<file path="src/design/sasalu_pkg.sv">
// ----------------------------------------------------------------------------
// sasalu_pkg
// Shared types and constants for the sized add/subtract/shift ALU pipeline.
// ----------------------------------------------------------------------------
package sasalu_pkg;

    localparam int DATA_W = 64;
    localparam int SIZE_W = 7;
    localparam int CNT_W  = 8;
    localparam int IDX_W  = 6;

    typedef enum logic [2:0] {
        CMD_ADD = 3'd0,
        CMD_SUB = 3'd1,
        CMD_ASL = 3'd2,
        CMD_ASR = 3'd3,
        CMD_LSL = 3'd4,
        CMD_LSR = 3'd5
    } t_cmd;

    typedef enum logic [1:0] {
        SZ_BYTE = 2'd0,
        SZ_WORD = 2'd1,
        SZ_DWORD = 2'd2,
        SZ_LONG = 2'd3
    } t_size;

    typedef struct packed {
        t_cmd              cmd;
        logic              touched;
        logic [DATA_W-1:0] dst;
        logic [DATA_W-1:0] d;
        logic [DATA_W-1:0] s;
        logic [DATA_W-1:0] de;
        logic [DATA_W-1:0] m;
        logic [DATA_W-1:0] topm;
        logic [DATA_W-1:0] hm;
        logic [SIZE_W-1:0] w;
        logic [CNT_W-1:0]  cnt;
        logic              c;
        logic              x;
        logic              z;
        logic              n;
        logic              v;
    } t_dec;

    typedef struct packed {
        logic              touched;
        logic              arith;
        logic [DATA_W-1:0] dst;
        logic [DATA_W-1:0] r;
        logic [DATA_W-1:0] m;
        logic [DATA_W-1:0] topm;
        logic              c;
        logic              x;
        logic              z;
        logic              n;
        logic              v;
    } t_exe;

endpackage

</file>
<file path="src/design/sized_add_sub_shift_alu_unit.sv">
// ----------------------------------------------------------------------------
// sized_add_sub_shift_alu_unit
// Sized add, subtract and shift ALU with condition flags, three-stage pipeline.
// ----------------------------------------------------------------------------
// An item is taken every cycle; busy is always low. Each item's result
// passes through the three register stages in order (decode, execute with
// adder and barrel shifters, flag and merge) and appears on the outputs,
// marked by o_valid for one cycle, in the order the items were taken.
// The receiver must take every result in the cycle it appears.
// ----------------------------------------------------------------------------
module sized_add_sub_shift_alu_unit
    import sasalu_pkg::*;
(
    input  logic              i_clk,
    input  logic              i_rst_n,
    input  logic              start,
    output logic              busy,
    input  logic [2:0]        i_cmd,
    input  logic [1:0]        i_op_size,
    input  logic              i_dst_is_register,
    input  logic [DATA_W-1:0] i_dst_value,
    input  logic [DATA_W-1:0] i_src_value,
    input  logic              i_carry_in,
    input  logic              i_extend_in,
    input  logic              i_zero_in,
    input  logic              i_negative_in,
    input  logic              i_overflow_in,
    output logic              o_valid,
    output logic [DATA_W-1:0] o_result,
    output logic              o_carry_out,
    output logic              o_extend_out,
    output logic              o_zero_out,
    output logic              o_negative_out,
    output logic              o_overflow_out
);

    logic dec_valid;
    t_dec dec;
    logic exe_valid;
    t_exe exe;

    assign busy = 1'b0;

    sasalu_decode u_decode (
        .i_clk             (i_clk),
        .i_rst_n           (i_rst_n),
        .i_valid           (start && !busy),
        .i_cmd             (i_cmd),
        .i_op_size         (i_op_size),
        .i_dst_is_register (i_dst_is_register),
        .i_dst_value       (i_dst_value),
        .i_src_value       (i_src_value),
        .i_carry_in        (i_carry_in),
        .i_extend_in       (i_extend_in),
        .i_zero_in         (i_zero_in),
        .i_negative_in     (i_negative_in),
        .i_overflow_in     (i_overflow_in),
        .o_valid           (dec_valid),
        .o_dec             (dec)
    );

    sasalu_exec u_exec (
        .i_clk   (i_clk),
        .i_rst_n (i_rst_n),
        .i_valid (dec_valid),
        .i_dec   (dec),
        .o_valid (exe_valid),
        .o_exe   (exe)
    );

    sasalu_wb u_wb (
        .i_clk          (i_clk),
        .i_rst_n        (i_rst_n),
        .i_valid        (exe_valid),
        .i_exe          (exe),
        .o_valid        (o_valid),
        .o_result       (o_result),
        .o_carry_out    (o_carry_out),
        .o_extend_out   (o_extend_out),
        .o_zero_out     (o_zero_out),
        .o_negative_out (o_negative_out),
        .o_overflow_out (o_overflow_out)
    );

endmodule

</file>
<file path="src/design/sasalu_decode.sv">
// ----------------------------------------------------------------------------
// sasalu_decode
// First stage: size masks, sized operands, sign extension and shift count.
// ----------------------------------------------------------------------------
module sasalu_decode
    import sasalu_pkg::*;
(
    input  logic              i_clk,
    input  logic              i_rst_n,
    input  logic              i_valid,
    input  logic [2:0]        i_cmd,
    input  logic [1:0]        i_op_size,
    input  logic              i_dst_is_register,
    input  logic [DATA_W-1:0] i_dst_value,
    input  logic [DATA_W-1:0] i_src_value,
    input  logic              i_carry_in,
    input  logic              i_extend_in,
    input  logic              i_zero_in,
    input  logic              i_negative_in,
    input  logic              i_overflow_in,
    output logic              o_valid,
    output t_dec              o_dec
);

    logic              r_valid;
    t_dec              r_dec;
    t_dec              n_dec;
    logic [DATA_W-1:0] m;
    logic [SIZE_W-1:0] w;
    logic [CNT_W:0]    hm_shift;
    logic              sign;

    always_comb begin
        unique case (t_size'(i_op_size))
            SZ_BYTE: begin
                m = {{(DATA_W-8){1'b0}}, 8'hFF};
                w = SIZE_W'(8);
            end
            SZ_WORD: begin
                m = {{(DATA_W-16){1'b0}}, 16'hFFFF};
                w = SIZE_W'(16);
            end
            SZ_DWORD: begin
                m = {{(DATA_W-32){1'b0}}, 32'hFFFF_FFFF};
                w = SIZE_W'(32);
            end
            SZ_LONG: begin
                m = {DATA_W{1'b1}};
                w = SIZE_W'(DATA_W);
            end
        endcase
    end

    always_comb begin
        hm_shift     = {1'b0, i_src_value[CNT_W-1:0]} + (CNT_W+1)'(1);
        n_dec.cmd    = t_cmd'(i_cmd);
        n_dec.touched = i_dst_is_register && (i_cmd <= CMD_LSR);
        n_dec.dst    = i_dst_value;
        n_dec.d      = i_dst_value & m;
        n_dec.s      = i_src_value & m;
        n_dec.m      = m;
        n_dec.topm   = m ^ (m >> 1);
        sign         = |(i_dst_value & n_dec.topm);
        n_dec.de     = n_dec.d | (sign ? ~m : '0);
        n_dec.hm     = m & ~(m >> hm_shift);
        n_dec.w      = w;
        n_dec.cnt    = i_src_value[CNT_W-1:0];
        n_dec.c      = i_carry_in;
        n_dec.x      = i_extend_in;
        n_dec.z      = i_zero_in;
        n_dec.n      = i_negative_in;
        n_dec.v      = i_overflow_in;
    end

    always_ff @(posedge i_clk) begin
        if (!i_rst_n) begin
            r_valid <= 1'b0;
        end else begin
            r_valid <= i_valid;
        end
    end

    always_ff @(posedge i_clk) begin
        r_dec <= n_dec;
    end

    assign o_valid = r_valid;
    assign o_dec   = r_dec;

endmodule

</file>
<file path="src/design/sasalu_exec.sv">
// ----------------------------------------------------------------------------
// sasalu_exec
// Second stage: adder, subtractor and barrel shifters with C, X and V.
// ----------------------------------------------------------------------------
module sasalu_exec
    import sasalu_pkg::*;
(
    input  logic i_clk,
    input  logic i_rst_n,
    input  logic i_valid,
    input  t_dec i_dec,
    output logic o_valid,
    output t_exe o_exe
);

    logic              r_valid;
    t_exe              r_exe;
    t_exe              n_exe;
    logic [DATA_W:0]   sum;
    logic [DATA_W:0]   diff;
    logic [DATA_W-1:0] add_r;
    logic [DATA_W-1:0] sub_r;
    logic [DATA_W-1:0] shl_r;
    logic [DATA_W-1:0] lsr_r;
    logic [DATA_W-1:0] asr_r;
    logic              cnt_zero;
    logic              cnt_lt_w;
    logic              cnt_le_w;
    logic [IDX_W-1:0]  asr_amt;
    logic [CNT_W-1:0]  cnt_m1;
    logic [IDX_W-1:0]  asr_idx;
    logic [SIZE_W-1:0] asl_diff;
    logic              asl_c;
    logic              asl_v;
    logic              asr_c;

    always_comb begin
        sum      = {1'b0, i_dec.d} + {1'b0, i_dec.s};
        diff     = {1'b0, i_dec.d} - {1'b0, i_dec.s};
        add_r    = sum[DATA_W-1:0] & i_dec.m;
        sub_r    = diff[DATA_W-1:0] & i_dec.m;
        cnt_zero = (i_dec.cnt == '0);
        cnt_lt_w = (i_dec.cnt < {1'b0, i_dec.w});
        cnt_le_w = (i_dec.cnt <= {1'b0, i_dec.w});
        shl_r    = cnt_lt_w ? ((i_dec.d << i_dec.cnt[IDX_W-1:0]) & i_dec.m) : '0;
        lsr_r    = cnt_lt_w ? (i_dec.d >> i_dec.cnt[IDX_W-1:0]) : '0;
        asr_amt  = (i_dec.cnt > CNT_W'(DATA_W-1)) ? IDX_W'(DATA_W-1)
                                                  : i_dec.cnt[IDX_W-1:0];
        asr_r    = DATA_W'($signed(i_dec.de) >>> asr_amt) & i_dec.m;
        cnt_m1   = i_dec.cnt - CNT_W'(1);
        asr_idx  = (cnt_m1 > CNT_W'(DATA_W-1)) ? IDX_W'(DATA_W-1) : cnt_m1[IDX_W-1:0];
        asr_c    = i_dec.de[asr_idx];
        asl_diff = i_dec.w - i_dec.cnt[SIZE_W-1:0];
        asl_c    = cnt_le_w ? i_dec.d[asl_diff[IDX_W-1:0]] : 1'b0;
        if (cnt_lt_w) begin
            asl_v = ((i_dec.d & i_dec.hm) != '0) && ((i_dec.d & i_dec.hm) != i_dec.hm);
        end else begin
            asl_v = (i_dec.d != '0);
        end
    end

    always_comb begin
        n_exe.touched = i_dec.touched;
        n_exe.arith   = 1'b0;
        n_exe.dst     = i_dec.dst;
        n_exe.r       = i_dec.d;
        n_exe.m       = i_dec.m;
        n_exe.topm    = i_dec.topm;
        n_exe.c       = i_dec.c;
        n_exe.x       = i_dec.x;
        n_exe.z       = i_dec.z;
        n_exe.n       = i_dec.n;
        n_exe.v       = i_dec.v;
        if (i_dec.touched) begin
            unique case (i_dec.cmd)
                CMD_ADD: begin
                    n_exe.r     = add_r;
                    n_exe.c     = sum[i_dec.w];
                    n_exe.x     = sum[i_dec.w];
                    n_exe.v     = |((i_dec.s ^ add_r) & (i_dec.d ^ add_r) & i_dec.topm);
                    n_exe.arith = 1'b1;
                end
                CMD_SUB: begin
                    n_exe.r     = sub_r;
                    n_exe.c     = diff[DATA_W];
                    n_exe.x     = diff[DATA_W];
                    n_exe.v     = |((i_dec.s ^ i_dec.d) & (sub_r ^ i_dec.d) & i_dec.topm);
                    n_exe.arith = 1'b1;
                end
                CMD_ASL: begin
                    n_exe.arith = 1'b1;
                    if (cnt_zero) begin
                        n_exe.c = 1'b0;
                        n_exe.v = 1'b0;
                    end else begin
                        n_exe.r = shl_r;
                        n_exe.c = asl_c;
                        n_exe.x = asl_c;
                        n_exe.v = asl_v;
                    end
                end
                CMD_ASR: begin
                    n_exe.arith = 1'b1;
                    n_exe.v     = 1'b0;
                    if (cnt_zero) begin
                        n_exe.c = 1'b0;
                    end else begin
                        n_exe.r = asr_r;
                        n_exe.c = asr_c;
                        n_exe.x = asr_c;
                    end
                end
                CMD_LSL: begin
                    n_exe.r = shl_r;
                end
                CMD_LSR: begin
                    n_exe.r = lsr_r;
                end
                default: begin
                    n_exe.touched = 1'b0;
                end
            endcase
        end
    end

    always_ff @(posedge i_clk) begin
        if (!i_rst_n) begin
            r_valid <= 1'b0;
        end else begin
            r_valid <= i_valid;
        end
    end

    always_ff @(posedge i_clk) begin
        r_exe <= n_exe;
    end

    assign o_valid = r_valid;
    assign o_exe   = r_exe;

endmodule

</file>
<file path="src/design/sasalu_wb.sv">
// ----------------------------------------------------------------------------
// sasalu_wb
// Third stage: Z and N from the sized result of arithmetic commands and merge into the destination.
// ----------------------------------------------------------------------------
module sasalu_wb
    import sasalu_pkg::*;
(
    input  logic              i_clk,
    input  logic              i_rst_n,
    input  logic              i_valid,
    input  t_exe              i_exe,
    output logic              o_valid,
    output logic [DATA_W-1:0] o_result,
    output logic              o_carry_out,
    output logic              o_extend_out,
    output logic              o_zero_out,
    output logic              o_negative_out,
    output logic              o_overflow_out
);

    logic              r_valid;
    logic [DATA_W-1:0] r_result;
    logic              r_c;
    logic              r_x;
    logic              r_z;
    logic              r_n;
    logic              r_v;
    logic [DATA_W-1:0] n_result;
    logic              n_z;
    logic              n_n;

    always_comb begin
        n_result = i_exe.touched ? ((i_exe.dst & ~i_exe.m) | (i_exe.r & i_exe.m))
                                 : i_exe.dst;
        n_z      = i_exe.arith ? (i_exe.r == '0) : i_exe.z;
        n_n      = i_exe.arith ? |(i_exe.r & i_exe.topm) : i_exe.n;
    end

    always_ff @(posedge i_clk) begin
        if (!i_rst_n) begin
            r_valid <= 1'b0;
        end else begin
            r_valid <= i_valid;
        end
    end

    always_ff @(posedge i_clk) begin
        r_result <= n_result;
        r_c      <= i_exe.c;
        r_x      <= i_exe.x;
        r_z      <= n_z;
        r_n      <= n_n;
        r_v      <= i_exe.v;
    end

    assign o_valid        = r_valid;
    assign o_result       = r_result;
    assign o_carry_out    = r_c;
    assign o_extend_out   = r_x;
    assign o_zero_out     = r_z;
    assign o_negative_out = r_n;
    assign o_overflow_out = r_v;

endmodule

</file>
<file path="config.mk">
export PLATFORM = sky130hd
export DESIGN_NAME = sized_add_sub_shift_alu_unit
export DESIGN_NICKNAME = d
export VERILOG_FILES = /design/src/design/sasalu_pkg.sv /design/src/design/sized_add_sub_shift_alu_unit.sv /design/src/design/sasalu_decode.sv /design/src/design/sasalu_exec.sv /design/src/design/sasalu_wb.sv
export SDC_FILE = /design/constraint.sdc
export NUM_CORES = 2
export LEC_CHECK = 0
export ABC_CLOCK_PERIOD_IN_PS = 4600
export BUFFER_PORTS_ARGS = -buffer_cell sky130_fd_sc_hd__clkbuf_2
export CELL_PAD_IN_SITES_DETAIL_PLACEMENT = 1
export CELL_PAD_IN_SITES_GLOBAL_PLACEMENT = 2
export CORE_ASPECT_RATIO = 1.25
export CORE_MARGIN = 5
export CORE_UTILIZATION = 29
export DETAILED_ROUTE_END_ITERATION = 7
export PLACE_DENSITY_LB_ADDON = 0.1
export SYNTH_ARGS = -nofsm -noshare
export SYNTH_HDL_FRONTEND = slang
export SYNTH_HIERARCHICAL = 1
export SYNTH_SLANG_ARGS = --single-unit
</file>
<file path="constraint.sdc">
create_clock -name i_clk -period 4.6 [get_ports i_clk]
set_input_delay 0.23 -clock i_clk [delete_from_list [all_inputs] [get_ports i_clk]]
set_output_delay 0.23 -clock i_clk [all_outputs]
set_load 0.02 [all_outputs]
</file>
* Yosys cells after proc, flatten, opt, wreduce, memory -nomap -nowiden
Cells that the tools add are included.
Storage, ports and cells: register bits 807, logic and storage cells 135
Cells by class: $add $sub $neg 5, magnitude comparators 8, eq/ne operators 9, shift-type cells 4, mux-type cells 33, bitwise gates (word level) 26, reduce and logical (&&, ||, !) cells 14
Operators by type and width (count):
- bitwise AND 64 bit | 16
- two-way mux 64 bit | 7
- case mux 64 bit (6 select lines) | 1
- case mux 64 bit (4 select lines) | 1
- OR reduction 64 bit | 4
- XOR 64 bit | 4
- inverter 64 bit | 3
- OR 64 bit | 2
- nonzero test 64 bit | 2
- adder 64 x 64 -> 65 bit | 1
- subtractor 64 x 64 -> 65 bit | 1
- logical NOT 64 bit | 1
- != test 64 bit | 1
- left shift 64 x 6 -> 64 bit | 1
- right shift 64 x 6 -> 64 bit | 1
- right shift 64 x 9 -> 64 bit | 1
- >>> shifter 64 x 6 -> 64 bit | 1
- XOR 64 x 63 -> 64 bit | 1
- case mux 7 bit (4 select lines) | 1
- greater-than comparator 8 x 6 -> 1 bit, second input constant | 2
- two-way mux 1 bit | 15
- less-than comparator 6 x 7 -> 1 bit, second input constant | 2
- binary-select mux 1 bit (select 6 bit) | 2
- two-way mux 6 bit | 2
- other kinds (22) | 26

* Logic depth before layout (Yosys ltp)
word-level depth 8, gate-level depth with buffers 21

* Modules after synthesis
The synthesis kept the hierarchy.
Modules (own cells, without submodules):
- sasalu_exec | instances 1, cells an instance 5155, area each 37458.4 um^2, seq. area each 5285.1 um^2
- sasalu_decode | instances 1, cells an instance 977, area each 10445.0 um^2, seq. area each 6426.2 um^2
- sasalu_wb | instances 1, cells an instance 274, area each 2890.3 um^2, seq. area each 1401.3 um^2
- sized_add_sub_shift_alu_unit | instances 1, cells an instance 2, area each 11.3 um^2, seq. area each 0.0 um^2

* Worst setup path after synthesis
OpenSTA, ideal clock, no wires.
path kind flip-flop to flip-flop, start point register u_decode.r_dec, in the netlist u_decode/o_dec[6], end point register u_exec.r_exe, in the netlist u_exec/o_exe[3], setup time 0.115 ns, arrival 4.507 ns, data required time 4.485 ns, path slack -0.022 ns, stages on the path, launching flop included 17, buffers on the path 6, clock period less this slack 4.622 ns, path through dfxtp_1 buf_2 inv_1 buf_2 clkbuf_1 clkbuf_1 fa_1 clkbuf_1 buf_1 mux4_2 mux4_2 mux2_2 o21ai_0 o21ai_0 nor4_1 o211ai_1 o21a_1
RTL lines:
- start, declared | RTL line sasalu_decode.sv:26 | t_dec r_dec;
- start signal, assigned | RTL line sasalu_decode.sv:84 | r_dec <= n_dec;
- end signal, assigned | RTL line sasalu_exec.sv:135 | r_exe <= n_exe;
- end, declared | RTL line sasalu_exec.sv:17 | t_exe r_exe;

==> impl_metrics.env <==
export IMPL_max_slew_margin_pct=-48.0
export IMPL_cp_endpoint="u_exec/o_exe[0]"
export IMPL_syn_area_mm2=0.0508
export IMPL_drtAntennaViolNets=0
export IMPL_tightest_slew_ns=2.16
export IMPL_dp_hpwl_mm=339
export IMPL_fin_crit_sh_pct=101
export IMPL_grt_pass1_vias=60800
export IMPL_dieHeight_um=478
export IMPL_cts_made_buffers=80
export IMPL_core_mm2=0.174
export IMPL_drc_errors=0
export IMPL_whs_ns=0.0741
export IMPL_critical_path_required_ns=5.21
export IMPL_synth_seq_area_share_pct=25.8
export IMPL_setup_violations_final=1
export IMPL_drt_iter0_drc=7515
export IMPL_wl_per_cell_um=43.5
export IMPL_routabilityCongestion=1.09
export IMPL_final_cell_area_mm2=0.0639
export IMPL_max_freq_ghz=0.216
export IMPL_nNetsFinal=7470
export IMPL_syn_avg_cell_area_um2=7.93
export IMPL_hold_depth=1
export IMPL_io_pins=213
export IMPL_place_area_mm2=0.0593
export IMPL_leakagePower_uw=0.0261
export IMPL_htreeDepth=3
export IMPL_synth_warnings=6
export IMPL_layout_drive_gt1_share_pct=22.5
export IMPL_p_per_area_mw_per_mm2=330
export IMPL_cp_data_arrival_time_ns=5.24
export IMPL_wl_mm=419
export IMPL_synth_seq_cells=655
export IMPL_setup_ws_ns=-0.0299
export IMPL_port_buffers=211
export IMPL_skew_ns=0.0487
export IMPL_grt_max_degree=143
export IMPL_first_pass_iters=5
export IMPL_area_delta_synth_final_pct=25.7
export IMPL_postSynthCellCount=6408
export IMPL_antenna_found_initial=84
export IMPL_async_flop_share_pct=0
export IMPL_final_core_util_pct=36.7
export IMPL_clk_pin_slew_ns=0.07
export IMPL_clock_sinks=655
export IMPL_cts_buffer_depth=3
export IMPL_cts_root_buf="clkbuf_16"
export IMPL_row_count=171
export IMPL_critPathLaunchType="register"
export IMPL_hold_class="primary input to register"
export IMPL_r2r_slack_ns=-0.03
export IMPL_drv_cap=0
export IMPL_synth_distinct_cells=124
export IMPL_critPathMaxFanout=6
export IMPL_vias_per_cell=6.35
export IMPL_fin_crit_ns=4.63
export IMPL_crit_type="register to register"
export IMPL_grt_use_total_pct=43.7
export IMPL_grt_pass1_wl_mm=550
export IMPL_drv_slew=4
export IMPL_cts_tree="yes"
export IMPL_end_kind="register"
export IMPL_rsz0062_at_grt="false"
export IMPL_grt_overflow=0
export IMPL_synth_edf_count=0
export IMPL_outcome="finished with violations"
export IMPL_hold_violations=0
export IMPL_reg2reg_to="u_exec/o_exe[0]"
export IMPL_num_vias=61200
export IMPL_crit_start="u_decode/o_dec[361]"
export IMPL_violations="max-slew violations, negative setup slack"
export IMPL_clkLatencyLatePin_ns=0.76
export IMPL_r2r_start="u_decode/o_dec[361]"
export IMPL_start_util_pct=29.2
export IMPL_dp_worst_setup_slack_ns=-0.443
export IMPL_die_w_um=384
export IMPL_ys_flop_type="dfxtp_1"
export IMPL_max_vdd_ir_drop_v=0.000276
export IMPL_dieArea_mm2=0.184
export IMPL_ff2ff_path_depth=15
==> worst max-delay path, cell delays in order (launching register included) <==
cell and delay (ns):
dfxtp_2 0.48, ha_1 0.31, or4_4 0.59, or3_4 0.39, a21oi_1 0.50, nor3_1 0.16, o21bai_1 0.23, o21ai_1 0.20
buf_4 0.19, o21ai_1 0.21, a21boi_1 0.18, mux2i_1 0.21, mux2i_1 0.26, o221ai_1 0.17, nor4_2 0.27, o22ai_1 0.10
==> metrics by stage <==
step	TNS, ns	total power [µW]	instances
after floorplan	0	9750	6477
after detailed placement	-1.81	13400	9296
after global routing	0	21500	9588
after global placement	-1.96	13400	9296
final	-0.0299	21100	9632
after CTS	0	20700	9579
==> cells in the mapped netlist, types with 16 or more instances <==
master     number  area (µm²)
a211oi_1       87         653
a32oi_1        29         254
inv_1         245         920
o21bai_1       30         225
mux4_2        100        2250
buf_1          58         218
ha_1          144        1800
nand3_1       212        1060
clkbuf_1      322        1210
nor4_1         93         582
and2_1         82         513
o31a_1         17         149
a2111oi_0      21         184
o221ai_1       55         482
or2_2          19         119
nand2b_1      130         813
xnor2_1       110         963
nand2_1       508        1910
mux2_2        129        1450
a21oi_1       478        2390
a21o_1         39         293
nor3b_1        19         143
a21boi_0       17         128
o22ai_1        75         469
a221oi_1       81         709
nor3_1        110         551
o31ai_1        61         458
o21ai_0       318        1590
mux2i_1       417        4170
a22oi_1        37         278
nor4bb_1       21         210
o2111ai_1      16         140
o21a_1         33         248
buf_4         163        1220
a31oi_1        67         419
nand4_1        98         613
buf_2          77         385
nor2b_1        66         413
a22o_1         36         315
nor2_1        580        2180
or3_1          42         263
and3_1        107         669
o211ai_1       67         503
dfxtp_1       655       13100
a311oi_1       19         166
==> worst min path at each step <==
stage                        startpoint            endpoint  slack, ns
global placement    u_decode/o_dec[420]   u_exec/o_exe[213]       0.31
global route             i_src_value[6]  u_decode/o_dec[11]       0.06
detailed placement  u_decode/o_dec[421]   u_exec/o_exe[214]       0.31
floorplan                 i_overflow_in   u_decode/o_dec[0]       0.26
CTS                      i_src_value[6]  u_decode/o_dec[11]      0.005
finish                   i_src_value[6]  u_decode/o_dec[11]       0.07
==> cell families (layout without fill, tap and decap cells) <==
family	count (synthesis)	count (layout)	share of synthesized area (%)
compound gates	1760	1760	23.3
xor+xnor	124	124	2.14
fa+ha+maj	147	147	3.66
buf+inv	890	1657	8.13
flops	655	655	25.8
mux	647	647	15.5
other cells	3	125	0.0222
simple gates	2182	2182	21.4
==> what timing repair did <==
item                                    4_1_cts  5_1_grt
hold endpoints to repair                    213        0
resized for setup                            13       18
setup buffers                                 1        0
gates cloned                                  0        0
hold buffers                                137        0
pin swaps                                     1        1
endpoints found under the setup margin       10        8
==> report_power, final <==
group | total [µW] | switching [µW] | internal, µW
registers | 6560 | 511 | 6050
clock network | 7100 | 3070 | 4030
logic | 7440 | 4960 | 2470
total | 21100 | 8550 | 12600
==> cell usage in the layout, fill, tap and decap left out, types with 42 or more instances in the layout <==
| cell | netlist | final |
|---|---|---|
| dlygate4sd3_1 | 0 | 137 |
| clkbuf_16 | 0 | 80 |
| inv_1 | 245 | 242 |
| xnor2_1 | 110 | 108 |
| mux2_2 | 129 | 129 |
| o31ai_1 | 61 | 57 |
| nor3_1 | 110 | 104 |
| o21ai_0 | 318 | 314 |
| nand4_1 | 98 | 98 |
| and3_1 | 107 | 107 |
| a31oi_1 | 67 | 65 |
| o211ai_1 | 67 | 67 |
| nand2b_1 | 130 | 130 |
| a21oi_1 | 478 | 473 |
| nand2_1 | 508 | 507 |
| nand3_1 | 212 | 211 |
| dfxtp_1 | 655 | 640 |
| a221oi_1 | 81 | 81 |
| buf_4 | 163 | 867 |
| clkbuf_2 | 1 | 209 |
| and2_1 | 82 | 82 |
| o22ai_1 | 75 | 75 |
| nor2_1 | 580 | 575 |
| diode_2 | 0 | 53 |
| ha_1 | 144 | 144 |
| a211oi_1 | 87 | 87 |
| mux4_2 | 100 | 100 |
| conb_1 | 3 | 72 |
| o221ai_1 | 55 | 55 |
| nor2b_1 | 66 | 66 |
| mux2i_1 | 417 | 416 |
| or3_1 | 42 | 42 |
| nor4_1 | 93 | 89 |
| buf_12 | 0 | 42 |
==> registers in the layout, summed over array words and instances (netlist names) <==
register	cells
u_wb/o_carry_out	1
u_wb/o_extend_out	1
u_wb/o_overflow_out	1
u_wb/o_result	64
u_exec/o_valid	1
u_wb/o_valid	1
u_exec/o_exe	263
u_wb/o_zero_out	1
u_decode/o_dec	320
u_decode/o_valid	1
u_wb/o_negative_out	1
==> metal layers <==
metal / part of all wire, % / up-vias / GRT usage, %
met5: 0.045 / - / 0.106
met4: 11 / 26 / 38.1
met3: 7.9 / 1358 / 9.80
met2: 44 / 3841 / 68.1
met1: 37 / 30900 / 50.4
li1: - / 25000 / -
==> area by class of cell <==
| cell class | count | area (µm²) |
|---|---|---|
| fill | 20700 | 110000 |
| multi-input combinational | 4932 | 34000 |
| sequential | 655 | 13100 |
| timing repair buffer | 1255 | 9770 |
| tap | 2335 | 2920 |
| clock buffer | 102 | 2230 |
| inverter | 257 | 973 |
| clock inverter | 43 | 673 |
| antenna | 53 | 133 |
No activity file was read; power rests on OpenSTA's default activity.
